File: src/rtl/core/fdraw_pkg.sv
`timescale 1ns / 1ps
// ----------------------------------------------------------------------------
// fdraw_pkg
// Shared types, constants and helpers of the framebuffer draw engine.
// ----------------------------------------------------------------------------
package fdraw_pkg;

  localparam int FRAME_WIDTH  = 160;
  localparam int FRAME_HEIGHT = 160;
  localparam int PIXELS       = FRAME_WIDTH * FRAME_HEIGHT;
  localparam int AW           = (PIXELS > 1) ? $clog2(PIXELS) : 1;
  localparam int XW           = (FRAME_WIDTH > 1) ? $clog2(FRAME_WIDTH) : 1;
  localparam int YW           = (FRAME_HEIGHT > 1) ? $clog2(FRAME_HEIGHT) : 1;
  // root operand: square of an 11-bit magnitude
  localparam int SQW          = 22;

  localparam logic [3:0] KIND_FILL      = 4'd0;
  localparam logic [3:0] KIND_PIXEL     = 4'd1;
  localparam logic [3:0] KIND_HRUN      = 4'd2;
  localparam logic [3:0] KIND_VRUN      = 4'd3;
  localparam logic [3:0] KIND_LINE      = 4'd4;
  localparam logic [3:0] KIND_RECT      = 4'd5;
  localparam logic [3:0] KIND_FILLRECT  = 4'd6;
  localparam logic [3:0] KIND_CIRCLE    = 4'd7;
  localparam logic [3:0] KIND_FILLCIRC  = 4'd8;
  localparam logic [3:0] KIND_READ      = 4'd9;

  typedef logic signed [14:0] coord_t;
  typedef logic signed [16:0] err_t;

  localparam coord_t C_ZERO = coord_t'(0);
  localparam coord_t C_ONE  = coord_t'(1);

  typedef enum logic [3:0] {
    OP_FILL, OP_PIXEL, OP_HRUN, OP_VRUN, OP_LINE, OP_RECT,
    OP_FILLRECT, OP_CIRCLE, OP_FILLCIRC, OP_READ, OP_NONE
  } op_e;

  typedef struct packed {
    logic [3:0]         kind;
    logic signed [11:0] x_pos;
    logic signed [11:0] y_pos;
    logic signed [11:0] second_x;
    logic signed [11:0] second_y;
    logic signed [11:0] radius;
    logic [15:0]        color;
  } in_item_t;

  typedef struct packed {
    logic [15:0] read_color;
    logic        read_inside;
  } out_item_t;

  typedef struct packed {
    op_e                op;
    logic signed [11:0] x_pos;
    logic signed [11:0] y_pos;
    logic signed [11:0] second_x;
    logic signed [11:0] second_y;
    logic signed [11:0] radius;
    logic [15:0]        color;
  } cmd_t;

  // back to front: take the head command, clearing pass in progress
  typedef struct packed {
    logic take;
    logic clearing;
  } bk_stat_t;

  typedef struct packed {
    logic   active;
    logic   horz;
    coord_t fix;
    coord_t cur;
    coord_t stop;
  } span_t;

  typedef struct packed {
    logic          valid;
    logic          rd;
    logic [XW-1:0] x;
    logic [YW-1:0] y;
    logic [15:0]   color;
  } px_t;

  function automatic logic in_frame(coord_t x, coord_t y);
    return (x >= C_ZERO) && (x < coord_t'(FRAME_WIDTH)) &&
           (y >= C_ZERO) && (y < coord_t'(FRAME_HEIGHT));
  endfunction

  // Clip a run to the frame; inactive when nothing of it is visible.
  function automatic span_t span_setup(logic horz, coord_t x, coord_t y, coord_t len);
    span_t  s;
    coord_t st;
    coord_t along;
    coord_t across;
    coord_t hi;
    st     = horz ? x : y;
    along  = horz ? coord_t'(FRAME_WIDTH) : coord_t'(FRAME_HEIGHT);
    across = horz ? coord_t'(FRAME_HEIGHT) : coord_t'(FRAME_WIDTH);
    hi     = st + len;
    if (hi > along) hi = along;
    s.horz   = horz;
    s.fix    = horz ? y : x;
    s.cur    = (st < C_ZERO) ? C_ZERO : st;
    s.stop   = hi;
    s.active = (len > C_ZERO) && (s.fix >= C_ZERO) && (s.fix < across) && (s.cur < hi);
    return s;
  endfunction

endpackage

File: src/rtl/core/fdraw_outq.sv
`timescale 1ns / 1ps
// ----------------------------------------------------------------------------
// fdraw_outq
// Two-entry result queue in front of the result port.
// ----------------------------------------------------------------------------
module fdraw_outq (
  input  logic                 clk_i,
  input  logic                 rst_ni,
  input  logic                 res_push_i,
  input  fdraw_pkg::out_item_t res_i,
  output logic                 res_full_o,
  output logic                 empty,
  input  logic                 pop,
  output fdraw_pkg::out_item_t out_item_o
);
  import fdraw_pkg::*;

  out_item_t  slot_q [2];
  logic       wr_q, rd_q;
  logic [1:0] cnt_q;
  logic       deq;

  assign empty      = (cnt_q == 2'd0);
  assign res_full_o = (cnt_q == 2'd2);
  assign deq        = pop && !empty;
  assign out_item_o = slot_q[rd_q];

  always_ff @(posedge clk_i or negedge rst_ni) begin
    if (!rst_ni) begin
      wr_q  <= 1'b0;
      rd_q  <= 1'b0;
      cnt_q <= 2'd0;
    end else begin
      if (res_push_i) wr_q <= !wr_q;
      if (deq) rd_q <= !rd_q;
      cnt_q <= cnt_q + {1'b0, res_push_i} - {1'b0, deq};
    end
  end

  always_ff @(posedge clk_i) begin
    if (res_push_i) slot_q[wr_q] <= res_i;
  end

endmodule

File: config.mk
export PLATFORM = sky130hd
export DESIGN_NAME = fdraw_outq
export DESIGN_NICKNAME = d
export VERILOG_FILES = /design/src/rtl/core/fdraw_pkg.sv /design/src/rtl/core/fdraw_outq.sv
export SDC_FILE = /design/constraint.sdc
export NUM_CORES = 1
export LEC_CHECK = 0
export ABC_AREA = 1
export ABC_CLOCK_PERIOD_IN_PS = 2970
export BUFFER_PORTS_ARGS = -buffer_cell sky130_fd_sc_hd__buf_2
export CAP_MARGIN = 20
export CORE_MARGIN = 5
export CORE_UTILIZATION = 45
export DETAILED_ROUTE_END_ITERATION = 6
export HOLD_SLACK_MARGIN = 0.05
export PLACE_DENSITY = 0.78
export SETUP_SLACK_MARGIN = 0.15
export SYNTH_ARGS = -nofsm -noshare
export SYNTH_HDL_FRONTEND = slang
export SYNTH_SLANG_ARGS = --single-unit
File: constraint.sdc
create_clock -name clk_i -period 2.97 [get_ports clk_i]
set_clock_uncertainty 0.2 [all_clocks]
set_input_delay 0.594 -clock clk_i [delete_from_list [all_inputs] [get_ports clk_i]]
set_output_delay 0.594 -clock clk_i [all_outputs]
set_load 0.05 [all_outputs]
==> summary.md <==
| Metric | Value |
|---|---|
| Run status | `finished, final reports clean` |
| Total DRC errors in the routed layout | `0` |
| Post-Syn Area per Cell | `12.54 um2` |
| Worst-case vdd ir drop | `0.0006479 V` |
| Total track usage | `0.1285` |
| Area of the mapped netlist | `0.001493 mm2` |
| Number of nets at the end of the flow | `187` |
| Number of synthesis warnings | `0` |
| Insertion delay of the later-clocked pin in the worst-skew pair | `0.33 ns` |
| HP Class | `in -> reg` |
| Remaining Overflow, GRT | `0` |
| Port buffer count | `39` |
| Die Height | `67.60 um` |
| H-Tree Depth | `2` |
| Setup CP Type | `reg -> out` |
| Total vias in the final route | `953` |
| Horizontal die dimension | `67.60 um` |
| Initial Utilization | `0.4545` |
| Largest fanout on the critical path | `19` |
| Count of inserted antenna diode cells | `0` |
| Most common cell after layout, fill and taps aside | `nand2_1` |
| Maximum number of pins on one net before global-route repair | `20` |
| Placer's final routability congestion estimate | `0.6808` |
| Max-slew violation count | `0` |
| Layout cells sized above 1 | `0.3273` |
| Root buffer cell | `clkbuf_4` |
| Clock tree from TritonCTS | `yes` |
| Clock sink count | `38` |
| Max Buffers Root-to-Sink | `2` |
| CP Data Required Time | `2.18 ns` |
| Power density cells | `1143 mW/mm2` |
| Critical Path AT | `1.66 ns` |
| Area overhead of the layout relative to synthesis | `21.04%` |
| Post-route setup TNS | `0 ns` |
| Number of global-route vias before repair | `1018` |
| Fillcell total | `291` |
| Count of nets left with antenna violations after detail routing | `0` |
| Die area | `0.004569 mm2` |
| Post-Route WL | `2681 um` |
| Initial antenna violation count | `0` |
| Seq/Total Area, Yosys | `0.7510` |
| Post-cts gate resize count | `0` |
| Mapped Cells | `119` |
| Hold WS | `0.2422 ns` |
| Top-level I/O count | `40` |
| Placed inst area | `0.001719 mm2` |
| Setup repair after global routing missed its margin | `false` |
| Average detailed-routed wire length per instance | `12.71 um` |
| Max-cap viol count | `0` |
| Setup slack after placement | `0.8585 ns` |
| Met1 Track Usage GR | `0.1427` |
| Detail Placement HPWL | `1916 um` |
| Total CTS buffers | `5` |
| Setup WS post-layout | `0.5208 ns` |
| Drt first-iter violations | `28` |
| Met3 capacity usage during global routing | `0.04659` |
| Crit path time final | `2.449 ns` |
| Number of placement rows | `21` |
| Drt first pass iters | `4` |
| M2 GR Usage | `0.2284` |
| Detailed-route vias per instance | `4.517` |
| Number of distinct library cells after synthesis | `13` |
| Global-route wire length before repair | `4305 um` |
| Leak pwr | `0.0008408 uW` |
| Synthesized flop and latch total | `38` |
| Core Region | `0.003284 mm2` |
| Share of the cycle needed by the critical path after routing | `0.8246` |
| Final Instance Area | `0.001807 mm2` |
| Net Count, Synth | `142` |
| Buffer count from post-CTS setup fixing | `0` |
| Clk pin slew, worst setup/hold paths | `0.11 ns` |
| Category of the worst setup path capture point | `primary output` |
| Highest Clock Rate | `408.3 MHz` |
| Final Hold Violating Endpoints | `0` |
| Critical Path Source Type | `flop` |
| Worst relative slew slack | `0.5380` |
| Post-CTS Hold Fix Bufs | `1` |
| Setup violators final | `0` |
| Commonest cells after routing, fill and taps aside | `nand2_1, buf_2, edfxtp_1, inv_1` |
| GRT Max-Usage Layer | `met2` |
| FF-to-FF setup slack | `1.35 ns` |
| Transition at the pin with the smallest max-transition slack | `0.6930 ns` |
## critical path, cell delays in order, from the launching register on
cell and delay [ns]:
dfrtp_1 0.80, inv_8 0.15, nand2_1 0.11, nand2_1 0.06
buf_2 0.21
## per-stage QoR
step | std cells | power, uW | utilization
after CTS | 211 | 2088 | 0.5501
after floorplan | 119 | 1564 | -
after global routing | 211 | 2187 | 0.5501
after global placement | 202 | 1729 | 0.5234
final | 211 | 2065 | 0.5501
after detailed placement | 202 | 1754 | 0.5234
## flip-flops by register name, summed over array words and instances (netlist names)
name / flops
slot_q: 34
cnt_q: 2
rd_q: 1
wr_q: 1
## report_power, final
part           internal [uW]  switching, uW
logic                    199            733
clock network            174            163
registers                717           79.3
## cells by family after synthesis
| group | after synthesis | share of synthesized area |
|---|---|---|
| XOR/XNOR | 1 | 0.005869 |
| adder cells (fa/ha/maj) | 2 | 0.01676 |
| buffers and inverters | 13 | 0.05280 |
| flip-flops | 38 | 0.7511 |
| AND/OR/NAND/NOR | 65 | 0.1735 |
## final timing paths
| kind | from | endpoint | depth (start not counted) |
|---|---|---|---|
| min in group asynchronous | rst_ni | cnt_q[0]$_DFF_PN0_ | 2 |
| min | res_i[10] | slot_q[1][10]$_DFFE_PP_ | 1 |
| max in group asynchronous | rst_ni | rd_q$_DFFE_PN0P_ | 2 |
| max reg2reg | cnt_q[1]$_DFF_PN0_ | cnt_q[1]$_DFF_PN0_ | 9 |
| max | rd_q$_DFFE_PN0P_ | out_item_o[12] | 4 |
| min reg2reg | wr_q$_DFFE_PN0P_ | wr_q$_DFFE_PN0P_ | 1 |
## final cells by class
type | count | area [um2] | area share
tap | 46 | 57.56 | 0.03186
inverter | 10 | 45.04 | 0.02493
multi-input combinational | 68 | 292.8 | 0.1621
clock inverter | 3 | 40.04 | 0.02216
timing repair buffer | 41 | 212.7 | 0.1177
clock buffer | 5 | 37.54 | 0.02078
sequential | 38 | 1121 | 0.6205
## Yosys cell counts (all sizes together)
| cell | instances | share of area |
|---|---|---|
| buf | 3 | 0.023 |
| inv | 10 | 0.030 |
| dfrtp | 4 | 0.067 |
| nand3 | 2 | 0.0067 |
| xor2 | 1 | 0.0059 |
| ha | 2 | 0.017 |
| edfxtp | 34 | 0.68 |
| nor2 | 2 | 0.0050 |
| nand2 | 61 | 0.16 |
## layer usage
metal,vias up,wire length (um)
li1,477,-
met1,437,1132
met2,37,1308
met3,2,223
met4,0,17
met5,-,0
Note: power is estimated with default switching activity, not from simulation.
