## src/rtl/core/fdraw_pkg.sv

```systemverilog
`timescale 1ns / 1ps
// ----------------------------------------------------------------------------
// fdraw_pkg
// Shared types, constants and helpers of the framebuffer draw engine.
// ----------------------------------------------------------------------------
package fdraw_pkg;

  localparam int FRAME_WIDTH  = 160;
  localparam int FRAME_HEIGHT = 160;
  localparam int PIXELS       = FRAME_WIDTH * FRAME_HEIGHT;
  localparam int AW           = (PIXELS > 1) ? $clog2(PIXELS) : 1;
  localparam int XW           = (FRAME_WIDTH > 1) ? $clog2(FRAME_WIDTH) : 1;
  localparam int YW           = (FRAME_HEIGHT > 1) ? $clog2(FRAME_HEIGHT) : 1;
  // root operand: square of an 11-bit magnitude
  localparam int SQW          = 22;

  localparam logic [3:0] KIND_FILL      = 4'd0;
  localparam logic [3:0] KIND_PIXEL     = 4'd1;
  localparam logic [3:0] KIND_HRUN      = 4'd2;
  localparam logic [3:0] KIND_VRUN      = 4'd3;
  localparam logic [3:0] KIND_LINE      = 4'd4;
  localparam logic [3:0] KIND_RECT      = 4'd5;
  localparam logic [3:0] KIND_FILLRECT  = 4'd6;
  localparam logic [3:0] KIND_CIRCLE    = 4'd7;
  localparam logic [3:0] KIND_FILLCIRC  = 4'd8;
  localparam logic [3:0] KIND_READ      = 4'd9;

  typedef logic signed [14:0] coord_t;
  typedef logic signed [16:0] err_t;

  localparam coord_t C_ZERO = coord_t'(0);
  localparam coord_t C_ONE  = coord_t'(1);

  typedef enum logic [3:0] {
    OP_FILL, OP_PIXEL, OP_HRUN, OP_VRUN, OP_LINE, OP_RECT,
    OP_FILLRECT, OP_CIRCLE, OP_FILLCIRC, OP_READ, OP_NONE
  } op_e;

  typedef struct packed {
    logic [3:0]         kind;
    logic signed [11:0] x_pos;
    logic signed [11:0] y_pos;
    logic signed [11:0] second_x;
    logic signed [11:0] second_y;
    logic signed [11:0] radius;
    logic [15:0]        color;
  } in_item_t;

  typedef struct packed {
    logic [15:0] read_color;
    logic        read_inside;
  } out_item_t;

  typedef struct packed {
    op_e                op;
    logic signed [11:0] x_pos;
    logic signed [11:0] y_pos;
    logic signed [11:0] second_x;
    logic signed [11:0] second_y;
    logic signed [11:0] radius;
    logic [15:0]        color;
  } cmd_t;

  // back to front: take the head command, clearing pass in progress
  typedef struct packed {
    logic take;
    logic clearing;
  } bk_stat_t;

  typedef struct packed {
    logic   active;
    logic   horz;
    coord_t fix;
    coord_t cur;
    coord_t stop;
  } span_t;

  typedef struct packed {
    logic          valid;
    logic          rd;
    logic [XW-1:0] x;
    logic [YW-1:0] y;
    logic [15:0]   color;
  } px_t;

  function automatic logic in_frame(coord_t x, coord_t y);
    return (x >= C_ZERO) && (x < coord_t'(FRAME_WIDTH)) &&
           (y >= C_ZERO) && (y < coord_t'(FRAME_HEIGHT));
  endfunction

  // Clip a run to the frame; inactive when nothing of it is visible.
  function automatic span_t span_setup(logic horz, coord_t x, coord_t y, coord_t len);
    span_t  s;
    coord_t st;
    coord_t along;
    coord_t across;
    coord_t hi;
    st     = horz ? x : y;
    along  = horz ? coord_t'(FRAME_WIDTH) : coord_t'(FRAME_HEIGHT);
    across = horz ? coord_t'(FRAME_HEIGHT) : coord_t'(FRAME_WIDTH);
    hi     = st + len;
    if (hi > along) hi = along;
    s.horz   = horz;
    s.fix    = horz ? y : x;
    s.cur    = (st < C_ZERO) ? C_ZERO : st;
    s.stop   = hi;
    s.active = (len > C_ZERO) && (s.fix >= C_ZERO) && (s.fix < across) && (s.cur < hi);
    return s;
  endfunction

endpackage

```

## src/rtl/core/fdraw_front.sv

```systemverilog
`timescale 1ns / 1ps
// ----------------------------------------------------------------------------
// fdraw_front
// Accept items, classify the kind, hold them in a two-entry command queue.
// ----------------------------------------------------------------------------
module fdraw_front (
  input  logic                clk_i,
  input  logic                rst_ni,
  input  logic                push,
  output logic                full,
  input  fdraw_pkg::in_item_t in_item_i,
  output logic                cmd_valid_o,
  output fdraw_pkg::cmd_t     cmd_o,
  input  fdraw_pkg::bk_stat_t stat_i
);
  import fdraw_pkg::*;

  cmd_t       slot_q [2];
  logic       wr_q, wr_d, rd_q, rd_d;
  logic [1:0] cnt_q, cnt_d;
  logic       acc, deq;
  cmd_t       cls;

  always_comb begin
    cls.x_pos    = in_item_i.x_pos;
    cls.y_pos    = in_item_i.y_pos;
    cls.second_x = in_item_i.second_x;
    cls.second_y = in_item_i.second_y;
    cls.radius   = in_item_i.radius;
    cls.color    = in_item_i.color;
    unique case (in_item_i.kind)
      KIND_FILL:     cls.op = OP_FILL;
      KIND_PIXEL:    cls.op = OP_PIXEL;
      KIND_HRUN:     cls.op = OP_HRUN;
      KIND_VRUN:     cls.op = OP_VRUN;
      KIND_LINE:     cls.op = OP_LINE;
      KIND_RECT:     cls.op = OP_RECT;
      KIND_FILLRECT: cls.op = OP_FILLRECT;
      KIND_CIRCLE:   cls.op = OP_CIRCLE;
      KIND_FILLCIRC: cls.op = OP_FILLCIRC;
      KIND_READ:     cls.op = OP_READ;
      default:       cls.op = OP_NONE;
    endcase
  end

  assign full        = (cnt_q == 2'd2) || stat_i.clearing;
  assign acc         = push && !full;
  assign cmd_valid_o = (cnt_q != 2'd0);
  assign deq         = cmd_valid_o && stat_i.take;
  assign cmd_o       = slot_q[rd_q];

  always_comb begin
    wr_d  = acc ? !wr_q : wr_q;
    rd_d  = deq ? !rd_q : rd_q;
    cnt_d = cnt_q + {1'b0, acc} - {1'b0, deq};
  end

  always_ff @(posedge clk_i or negedge rst_ni) begin
    if (!rst_ni) begin
      wr_q  <= 1'b0;
      rd_q  <= 1'b0;
      cnt_q <= 2'd0;
    end else begin
      wr_q  <= wr_d;
      rd_q  <= rd_d;
      cnt_q <= cnt_d;
    end
  end

  always_ff @(posedge clk_i) begin
    if (acc) slot_q[wr_q] <= cls;
  end

endmodule

```

## config.mk

```make
export PLATFORM = sky130hd
export DESIGN_NAME = fdraw_front
export DESIGN_NICKNAME = d
export VERILOG_FILES = /design/src/rtl/core/fdraw_pkg.sv /design/src/rtl/core/fdraw_front.sv
export SDC_FILE = /design/constraint.sdc
export NUM_CORES = 1
export LEC_CHECK = 0
export BUFFER_PORTS_ARGS = -buffer_cell sky130_fd_sc_hd__buf_2
export CAP_MARGIN = 0
export CORE_MARGIN = 10
export CORE_UTILIZATION = 45
export CTS_BUF_LIST = sky130_fd_sc_hd__clkbuf_4 sky130_fd_sc_hd__clkbuf_8
export DETAILED_ROUTE_END_ITERATION = 16
export GPL_TIMING_DRIVEN = 0
export PLACE_DENSITY = 0.7
export SYNTH_ARGS = -nofsm -noshare
export SYNTH_HDL_FRONTEND = slang
export SYNTH_SLANG_ARGS = --single-unit
```

## constraint.sdc

```tcl
create_clock -name clk_i -period 11.88 [get_ports clk_i]
set_input_delay 1.782 -clock clk_i [delete_from_list [all_inputs] [get_ports clk_i]]
set_output_delay 1.782 -clock clk_i [all_outputs]
set_load 0.05 [all_outputs]
```

==> results of run 1 <==
==> worst max-delay path by stage <==
stage / depth (start not counted) / from / endpoint
after floorplan: 2 / stat_i[0] / slot_q[0][0]
after global placement: 3 / stat_i[0] / slot_q[0][40]
after detailed placement: 3 / stat_i[0] / full
after CTS: 3 / stat_i[0] / full
after global routing: 3 / stat_i[0] / full
final: 3 / stat_i[0] / full
==> power groups by stage <==
stage / registers, mW / logic, mW / clock network, mW
2_1_floorplan: 0.756 / 0.743 / 0
3_3_place_gp: 0.764 / 0.900 / 0
3_5_place_dp: 0.754 / 0.922 / 0
4_1_cts: 0.740 / 0.925 / 0.394
5_1_grt: 0.746 / 0.951 / 0.419
6_report: 0.740 / 0.909 / 0.379
==> kinds of logic after synthesis <==
kind of cell	Yosys count	synth area share, %
DFF	164	76.5
muxes	80	18.7
buffers and inverters	11	2.79
and+or+nand+nor	9	0.859
xor gates and xnor gates	4	0.547
AOI/OAI and AO/OA	2	0.195
adders and majority gates	2	0.390
==> registers in the layout (all words and copies together) (netlist names) <==
| signal | flops |
|---|---|
| cnt_q | 2 |
| rd_q | 1 |
| slot_q | 160 |
| wr_q | 1 |
==> per-layer routing <==
metal	vias up	wire, um	GRT usage (%)
li1	1453	-	-
met1	1470	4790	14.2
met2	118	6010	19.9
met3	17	1220	6.53
met4	2	213	5.44
met5	-	13	0
==> through the flow <==
stage | hold slack (ps) | instance area, sq um | setup WS [ps] | util [%] | cells
6_report | 500 | 7970 | 7880 | 57.2 | 656
3_3_place_gp | 478 | 7460 | 4010 | 53.6 | 618
5_1_grt | 526 | 7960 | 7840 | 57.1 | 655
2_1_floorplan | 460 | 6410 | 5990 | - | 272
4_1_cts | 503 | 7960 | 7880 | 57.1 | 655
3_5_place_dp | 487 | 7590 | 7880 | 54.4 | 623
==> layout by cell type (no fill, tap or decap) <==
| cell | instances |
|---|---|
| clkinvlp_4 | 2 |
| clkinv_4 | 1 |
| inv_1 | 2 |
| buf_16 | 1 |
| or2_1 | 1 |
| mux2_2 | 1 |
| buf_12 | 12 |
| nand2b_1 | 2 |
| nor2b_1 | 1 |
| clkinv_2 | 4 |
| diode_2 | 1 |
| and2_4 | 1 |
| xor2_1 | 1 |
| dfrtp_1 | 4 |
| nand3b_1 | 1 |
| o21ai_0 | 1 |
| and2_1 | 1 |
| buf_2 | 166 |
| mux2_4 | 79 |
| edfxtp_1 | 160 |
| clkbuf_4 | 4 |
| clkinv_1 | 2 |
| ha_1 | 2 |
| nor2_4 | 2 |
| a21o_1 | 1 |
| bufinv_16 | 2 |
| clkbuf_8 | 17 |
| xnor2_1 | 3 |
| buf_6 | 1 |
==> final cells by class <==
class,instances,area (sq um)
clock inverter,11,111
clock buffer,21,264
sequential,164,4900
timing repair buffer,171,938
tap,180,225
multi-input combinational,97,1340
inverter,2,7.51
antenna,1,2.50
buffer,9,171
fill,1082,5970
==> out/metrics.cfg, run 1 <==
[outcome]
status = finished, final reports clean

[sta]
timing.fmax_mhz = 250
period_share_pct = 33.7
setup_viol = 0
min_period_ps = 4000
maxSlewViolCount = 0
hold_viol_final = 0
clock_skew_ps = 5.80
tightest_slew_ps = 746
rsz0062_at_grt = false
fin_tns_setup_ps = 0
max-slew-margin-rel_pct = 50.2

[logic_synthesis]
netlist-cell-type-count = 19
yosysWarnings = 0
async_reset_ff_share_pct = 2.44
ys_top_cells_by_area = edfxtp_1 75%, mux2_4 19%, buf_12 2.5%
synthCells = 272
avgSynthCellArea_sq_um = 23.6
ys_ff_latch = 164
yosysSeqAreaShare_pct = 76.5
syn_area_sq_mm = 0.00641
synth.largest_area_cell = edfxtp_1
synth_edf_count = 160
yosys.area.top_type_share_pct = 75.0
synth_fp_nets = 359
synthTopCellsByCount = 160 x edfxtp_1, 79 x mux2_4, 8 x buf_12
synth.most_common_cell = edfxtp_1
synth-main-ff-cell = edfxtp_1

[placement]
place_congestion = 0.726
dpl.hpwl_um = 8910
io_buffers = 166

[setup_path]
cp_top_family = buffers and inverters
r2r-end = slot_q[1][23]
timing.critical_path.buf_inv = 2
reg2reg_from = cnt_q[0]
arrival_ps = 2220
ff2ff_path_depth = 5
startpoint_type = primary input
cp.required_ps = 10100
crit_chain = buf_2 -> nand2b_1 -> buf_2
crit_fanout = 2
cpMostUsedCell = buf_2
cp-end-kind = output pin
criticalPathCategory = in -> out
crit_path_top_delay_cell = buf_2
r2r_slack_ps = 9630
max_stage_delay_ps = 210

[power_and_ir_drop]
p_comb_share_pct = 44.8
netSwitchingFraction_pct = 38.8
powerDensity_mw_per_mm2 = 255
irDropWorstVdd_v = 0.000160
intPower_mw = 1.24
power_mw = 2.03
p_seq_share_pct = 36.5
p_leak_nw = 3.20
switching_power_mw = 0.788
pwr-share-clk_pct = 18.7

[drt]
via_per_inst = 4.66
wire_per_inst_um = 18.7
routed_wirelength_um = 12200
drt_pre_antenna_iters = 4
vias = 3060
drt_iter0_drc = 145
drc = 0
antenna_left = 0

[global_route]
grt-ovfl-total = 0
grt_max_degree = 32
grt_pass1_wl_um = 18800
grt_antenna_before_repair = 3
first_global_vias = 3342
track_usage_pct = 12.7

[floorplan]
die_area_sq_mm = 0.0194
fp.dieH_um = 139
io_pins = 167
core-area_sq_mm = 0.0139
std_cell_rows = 43
start_util_pct = 46.0
fp.dieW_um = 139

[job]
maxCapViolCount = 0

[hold_path]
min_to = cnt_q[1]
min_path_cells = 1
min_path_type = reg -> reg
min_from = cnt_q[1]

[clock_tree]
root_buffer = clkbuf_8
clock_path_buffers = 2
cts_max_level = 4
cts_tree = done
clock_latency_ps = 440
cts.clk_slew.worst_paths_ps = 80
cts_made_buffers = 17
cts_setup_buffers = 0
ctsHoldBuffers = 0
clock-sinks = 164
ctsResizeCount = 0

[layout]
layout-area-overhead-vs-synth_pct = 24.3
drive_gt1_share_pct = 61.7
final_nets = 549

No activity file was read; power rests on OpenSTA's default activity.
==> inputs of run 2 (changes only) <==
--- a/config.mk
+++ b/config.mk
@@ -12,7 +12,7 @@
 export CTS_BUF_LIST = sky130_fd_sc_hd__clkbuf_4 sky130_fd_sc_hd__clkbuf_8
 export DETAILED_ROUTE_END_ITERATION = 16
 export GPL_TIMING_DRIVEN = 0
-export PLACE_DENSITY = 0.7
+export PLACE_DENSITY = 0.72
 export SYNTH_ARGS = -nofsm -noshare
 export SYNTH_HDL_FRONTEND = slang
 export SYNTH_SLANG_ARGS = --single-unit
==> constraint.sdc (replaced) <==
create_clock -name clk_i -period 3.5 [get_ports clk_i]
set_input_delay 0.525 -clock clk_i [delete_from_list [all_inputs] [get_ports clk_i]]
set_output_delay 0.525 -clock clk_i [all_outputs]
set_load 0.05 [all_outputs]
==> out/metrics.cfg, run 2 (synthesized netlist as in run 1, its figures left out) <==
[sta]
fin_tns_setup_ps = 0
tightest_slew_ps = 931
timing.fmax_mhz = 447
min_period_ps = 2240
hold_viol_final = 0
rsz0062_at_grt = false
max-slew-margin-rel_pct = 37.8
clock_skew_ps = 6.31
setup_ws_ps = 1260
maxSlewViolCount = 0
setup_viol = 0
period_share_pct = 64.0

[clock_tree]
cts.clk_slew.worst_paths_ps = 80
ctsResizeCount = 0
clock-sinks = 164
clock_path_buffers = 2
cts_made_buffers = 17
cts_max_level = 4
root_buffer = clkbuf_8
cts_tree = done
clock_latency_ps = 430

[setup_path]
reg2reg_from = cnt_q[1]
cp.depth = 4
r2r-end = slot_q[0][47]
max_stage_delay_ps = 340
setup.worst_path.start = rd_q
cp.required_ps = 2970
timing.critical_path.buf_inv = 3
cp-end-kind = output pin
criticalPathCategory = reg -> out
crit_path_top_delay_cell = dfrtp_1
cp_top_family = buffers and inverters
crit_fanout = 10
crit_chain = buf_6 -> buf_12 -> mux2_4 -> buf_2
startpoint_type = flop
ff2ff_path_depth = 4
endpoint = cmd_o[79]
r2r_slack_ps = 1280
arrival_ps = 1710

[global_route]
grt_max_degree = 31
grt_pass1_wl_um = 18500
grt_antenna_before_repair = 1
first_global_vias = 3470
track_usage_pct = 12.3
grt-ovfl-total = 0

[layout]
layout-area-overhead-vs-synth_pct = 25.1
top_register = slot_q
mostFrequentLayoutCells = 166 x buf_2, 160 x edfxtp_1, 79 x mux2_4
drive_gt1_share_pct = 61.5
antennaDiodeCount = 0
largest_reg_flops = 160
final_nets = 549
fillerInstances = 1067
layout_commonest_cell = buf_2
final_util_pct = 57.5
largestRegisters = slot_q: 160 flops, cnt_q: 2 flops

[hold_path]
min_path_cells = 1
min_path_type = in -> reg

[drt]
routed_wirelength_um = 11800
antenna_left = 0
wire_per_inst_um = 18.1
drc = 0
via_per_inst = 4.72
drt_iter0_drc = 123
drt_pre_antenna_iters = 4
vias = 3083

[outcome]
status = finished, final reports clean

[placement]
dp_slack_ps = 1040
place_congestion = 0.718
io_buffers = 166
dpl.hpwl_um = 8590

[power_and_ir_drop]
p_leak_nw = 3.22
irDropWorstVdd_v = 0.000444
powerDensity_mw_per_mm2 = 881

[floorplan]
std_cell_rows = 43
start_util_pct = 46.0
core-area_sq_mm = 0.0139
fp.dieW_um = 139
die_area_sq_mm = 0.0194
fp.dieH_um = 139
io_pins = 167

[job]
maxCapViolCount = 0

[run 2: area by class of cell]
type                       instances  area, sq um  area share [%]
buffer                             9          171            2.14
clock buffer                      20          256            3.20
clock inverter                    10          183            2.28
inverter                           2         7.51          0.0936
multi-input combinational         97         1340            16.7
sequential                       164         4900            61.2
tap                              180          225            2.81
timing repair buffer             171          928            11.6
[run 2: what timing repair did]
action	4_1_cts	5_1_grt
setup endpoints to repair	0	0
hold buffers	1	0
setup buffers	0	0
endpoints found under the hold margin	4	0
[run 2: worst min path at each step]
| stage | from | to | slack, ps |
|---|---|---|---|
| 3_5_place_dp | rst_ni | cnt_q[0] | 340 |
| 3_3_place_gp | rst_ni | cnt_q[0] | 330 |
| 4_1_cts | in_item_i[73] | slot_q[1][73] | 230 |
| 6_report | in_item_i[20] | slot_q[0][20] | 280 |
| 2_1_floorplan | rst_ni | cnt_q[0] | 230 |
| 5_1_grt | in_item_i[23] | slot_q[1][23] | 230 |
[run 2: layer usage]
metal / GRT usage [%] / part of all wire (%)
met5: 0 / 0.11
met4: 4.01 / 1.1
met3: 6.33 / 8.2
met2: 20.4 / 51
met1: 13.2 / 39
[run 2: stage by stage]
stage	hold WS, ps	cell area [sq um]	power [mW]	std cells
final	275	8020	7.07	653
after global routing	229	8020	7.36	653
after CTS	231	8020	7.17	653
after detailed placement	337	7570	5.67	622
after global placement	335	7460	5.63	618
after floorplan	229	6410	5.09	272
[run 2: power by group]
| group | total [mW] | internal, mW | switching [mW] | leakage, nW |
|---|---|---|---|---|
| Clock | 1.49 | 0.862 | 0.629 | 0.217 |
| Sequential | 2.51 | 2.44 | 0.0684 | 1.51 |
| Combinational | 3.06 | 1.11 | 1.96 | 1.49 |
==> inputs of run 3 (changes only) <==
--- a/config.mk
+++ b/config.mk
@@ -5,6 +5,7 @@
 export SDC_FILE = /design/constraint.sdc
 export NUM_CORES = 1
 export LEC_CHECK = 0
+export ABC_AREA = 1
 export BUFFER_PORTS_ARGS = -buffer_cell sky130_fd_sc_hd__buf_2
 export CAP_MARGIN = 0
 export CORE_MARGIN = 10
@@ -12,7 +13,7 @@
 export CTS_BUF_LIST = sky130_fd_sc_hd__clkbuf_4 sky130_fd_sc_hd__clkbuf_8
 export DETAILED_ROUTE_END_ITERATION = 16
 export GPL_TIMING_DRIVEN = 0
-export PLACE_DENSITY = 0.72
+export PLACE_DENSITY = 0.73
 export SYNTH_ARGS = -nofsm -noshare
 export SYNTH_HDL_FRONTEND = slang
 export SYNTH_SLANG_ARGS = --single-unit
==> constraint.sdc (replaced) <==
create_clock -name clk_i -period 1.95 [get_ports clk_i]
set_input_delay 0.2925 -clock clk_i [delete_from_list [all_inputs] [get_ports clk_i]]
set_output_delay 0.2925 -clock clk_i [all_outputs]
set_load 0.05 [all_outputs]
==> out/metrics.cfg, run 3 <==
[outcome]
status = finished, final reports clean

[layout]
layout_commonest_cell = nand2_1
layout-area-overhead-vs-synth_pct = 33.0
largest_reg_flops = 160
drive_gt1_share_pct = 33.8
fillerInstances = 1028
largestRegisters = slot_q: 160 flops, cnt_q: 2 flops
mostFrequentLayoutCells = 255 x nand2_1, 160 x edfxtp_1, 86 x buf_2
final_nets = 743
top_register = slot_q

[setup_path]
ff2ff_path_depth = 4
crit_fanout = 10
startpoint_type = flop
reg2reg_from = cnt_q[1]
r2r_slack_ps = 250
criticalPathCategory = reg -> out
cp.required_ps = 1660
r2r-end = slot_q[1][50]
cp-end-kind = output pin
arrival_ps = 1570

[logic_synthesis]
yosys.area.top_type_share_pct = 78.5
ys_top_cells_by_area = edfxtp_1 79%, nand2_1 16%, buf_6 1.7%
synthCells = 458
synth.most_common_cell = nand2_1
synth_compound_area_share_pct = 0.0818
avgSynthCellArea_sq_um = 13.4
synth_xor_area_share_pct = 0
synth-simple-area-share_pct = 16.2
synth-main-ff-cell = edfxtp_1
syn_area_sq_mm = 0.00612
ys_ff_latch = 164
netlist-cell-type-count = 13
yosysWarnings = 0
synth_fp_nets = 545
muxShareOfSynthArea_pct = 0
synthTopCellsByCount = 256 x nand2_1, 160 x edfxtp_1, 11 x inv_1
yosysSeqAreaShare_pct = 80.2
async_reset_ff_share_pct = 2.44
synth_edf_count = 160
synth.largest_area_cell = edfxtp_1
synth_top_family_by_area = simple AND/OR/NAND/NOR gates
synthAdderAreaFrac_pct = 0.409

[placement]
place_congestion = 0.751
io_buffers = 166
dpl.hpwl_um = 9270

[drt]
drt_pre_antenna_iters = 5
drt_iter0_drc = 179
via_per_inst = 4.61
antenna_left = 0
drc = 0
wire_per_inst_um = 15.8
vias = 3899
routed_wirelength_um = 13400

[hold_path]
min_path_cells = 1
min_path_type = in -> reg
min_from = in_item_i[19]
min_to = slot_q[1][19]

[sta]
setup_viol = 0
maxSlewViolCount = 0
hold_viol_final = 0
tightest_slew_ps = 873
max-slew-margin-rel_pct = 41.7
rsz0062_at_grt = true
min_period_ps = 1870
timing.fmax_mhz = 536
period_share_pct = 95.7
fin_tns_setup_ps = 0
hold_ws_ps = 35.6
clock_skew_ps = 7.94

[floorplan]
die_area_sq_mm = 0.0187
std_cell_rows = 42
fp.dieW_um = 137
fp.dieH_um = 137
io_pins = 167
start_util_pct = 46.0
core-area_sq_mm = 0.0133

[clock_tree]
clock_path_buffers = 2
cts_tree = done
cts.clk_slew.worst_paths_ps = 80
clock-sinks = 164
cts_max_level = 4
clock_latency_ps = 440
root_buffer = clkbuf_8
cts_made_buffers = 17

[global_route]
grt_pass1_wl_um = 19900
grt_antenna_before_repair = 1
grt_max_degree = 42
grt-ovfl-total = 0
track_usage_pct = 14.1
first_global_vias = 3940

[power_and_ir_drop]
powerDensity_mw_per_mm2 = 1680
irDropWorstVdd_v = 0.00115
p_leak_nw = 3.49

[job]
maxCapViolCount = 0

==> run 3: timing repair <==
action / in CTS / in global routing
endpoints found under the hold margin: 4 / 13
pin swaps: 1 / 0
buffers inserted: 0 / 0
gates cloned: 1 / 0
hold buffers: 1 / 7
resized for setup: 84 / 26
setup endpoints to repair: 133 / 80
==> run 3: worst max path at each step <==
stage | startpoint | endpoint | slack [ps] | cells past startpoint
floorplan | cnt_q[0] | slot_q[0][0] | -250 | 4
global placement | cnt_q[0] | slot_q[0][52] | -950 | 4
detailed placement | stat_i[0] | slot_q[1][51] | -120 | 5
CTS | rd_q | cmd_o[25] | 1 | 6
global route | rd_q | cmd_o[29] | -10 | 6
finish | rd_q | cmd_o[8] | 80 | 6
==> run 3: where the power goes <==
part | internal, mW | switching, mW | leakage (nW) | total (mW)
Sequential | 4.37 | 0.108 | 1.51 | 4.48
Combinational | 1.86 | 4.56 | 1.76 | 6.42
Clock | 1.61 | 1.15 | 0.225 | 2.76
Total | 7.84 | 5.82 | 3.49 | 13.7
==> run 3: critical path, stage by stage (launching register included) <==
cell	delay [ps]
dfrtp_1	390
buf_8	160
clkinv_8	100
buf_6	140
nand2_1	50
nand2_1	90
buf_4	210
==> run 3: per-layer routing <==
layer | GRT usage, % | up-vias | routed length (um)
li1 | - | 1933 | -
met1 | 15.1 | 1820 | 5100
met2 | 24.2 | 135 | 7020
met3 | 6.38 | 11 | 1120
met4 | 4.67 | 0 | 145
met5 | 0 | - | 0
==> run 3: final cells by class <==
cell class	count	area, sq um	area share [%]
tap	176	220	2.71
clock inverter	9	178	2.18
antenna	1	2.50	0.0308
multi-input combinational	266	1050	12.9
sequential	164	4900	60.3
timing repair buffer	178	1270	15.6
buffer	17	174	2.14
inverter	12	61.3	0.753
clock buffer	23	279	3.43
==> run 3: kinds of logic (layout without fill, tap and decap cells) <==
logic type,count (synthesis),count (layout)
simple gates,262,263
flops,164,164
buf+inv,29,239
fa+ha+maj,2,2
compound gates,1,1
other cells,0,1
==> run 3: per-stage QoR <==
stage / instance area, sq um / setup WS, ps / power [mW] / utilization, % / cells
floorplan: 6140 / -254 / 8.89 / - / 458
global placement: 7200 / -946 / 10.2 / 54.1 / 800
detailed placement: 7290 / -118 / 10.4 / 54.8 / 804
CTS: 7980 / 1.02 / 13.6 / 60.0 / 838
global route: 8140 / -11.6 / 14.3 / 61.2 / 846
finish: 8140 / 83.2 / 13.7 / 61.2 / 846
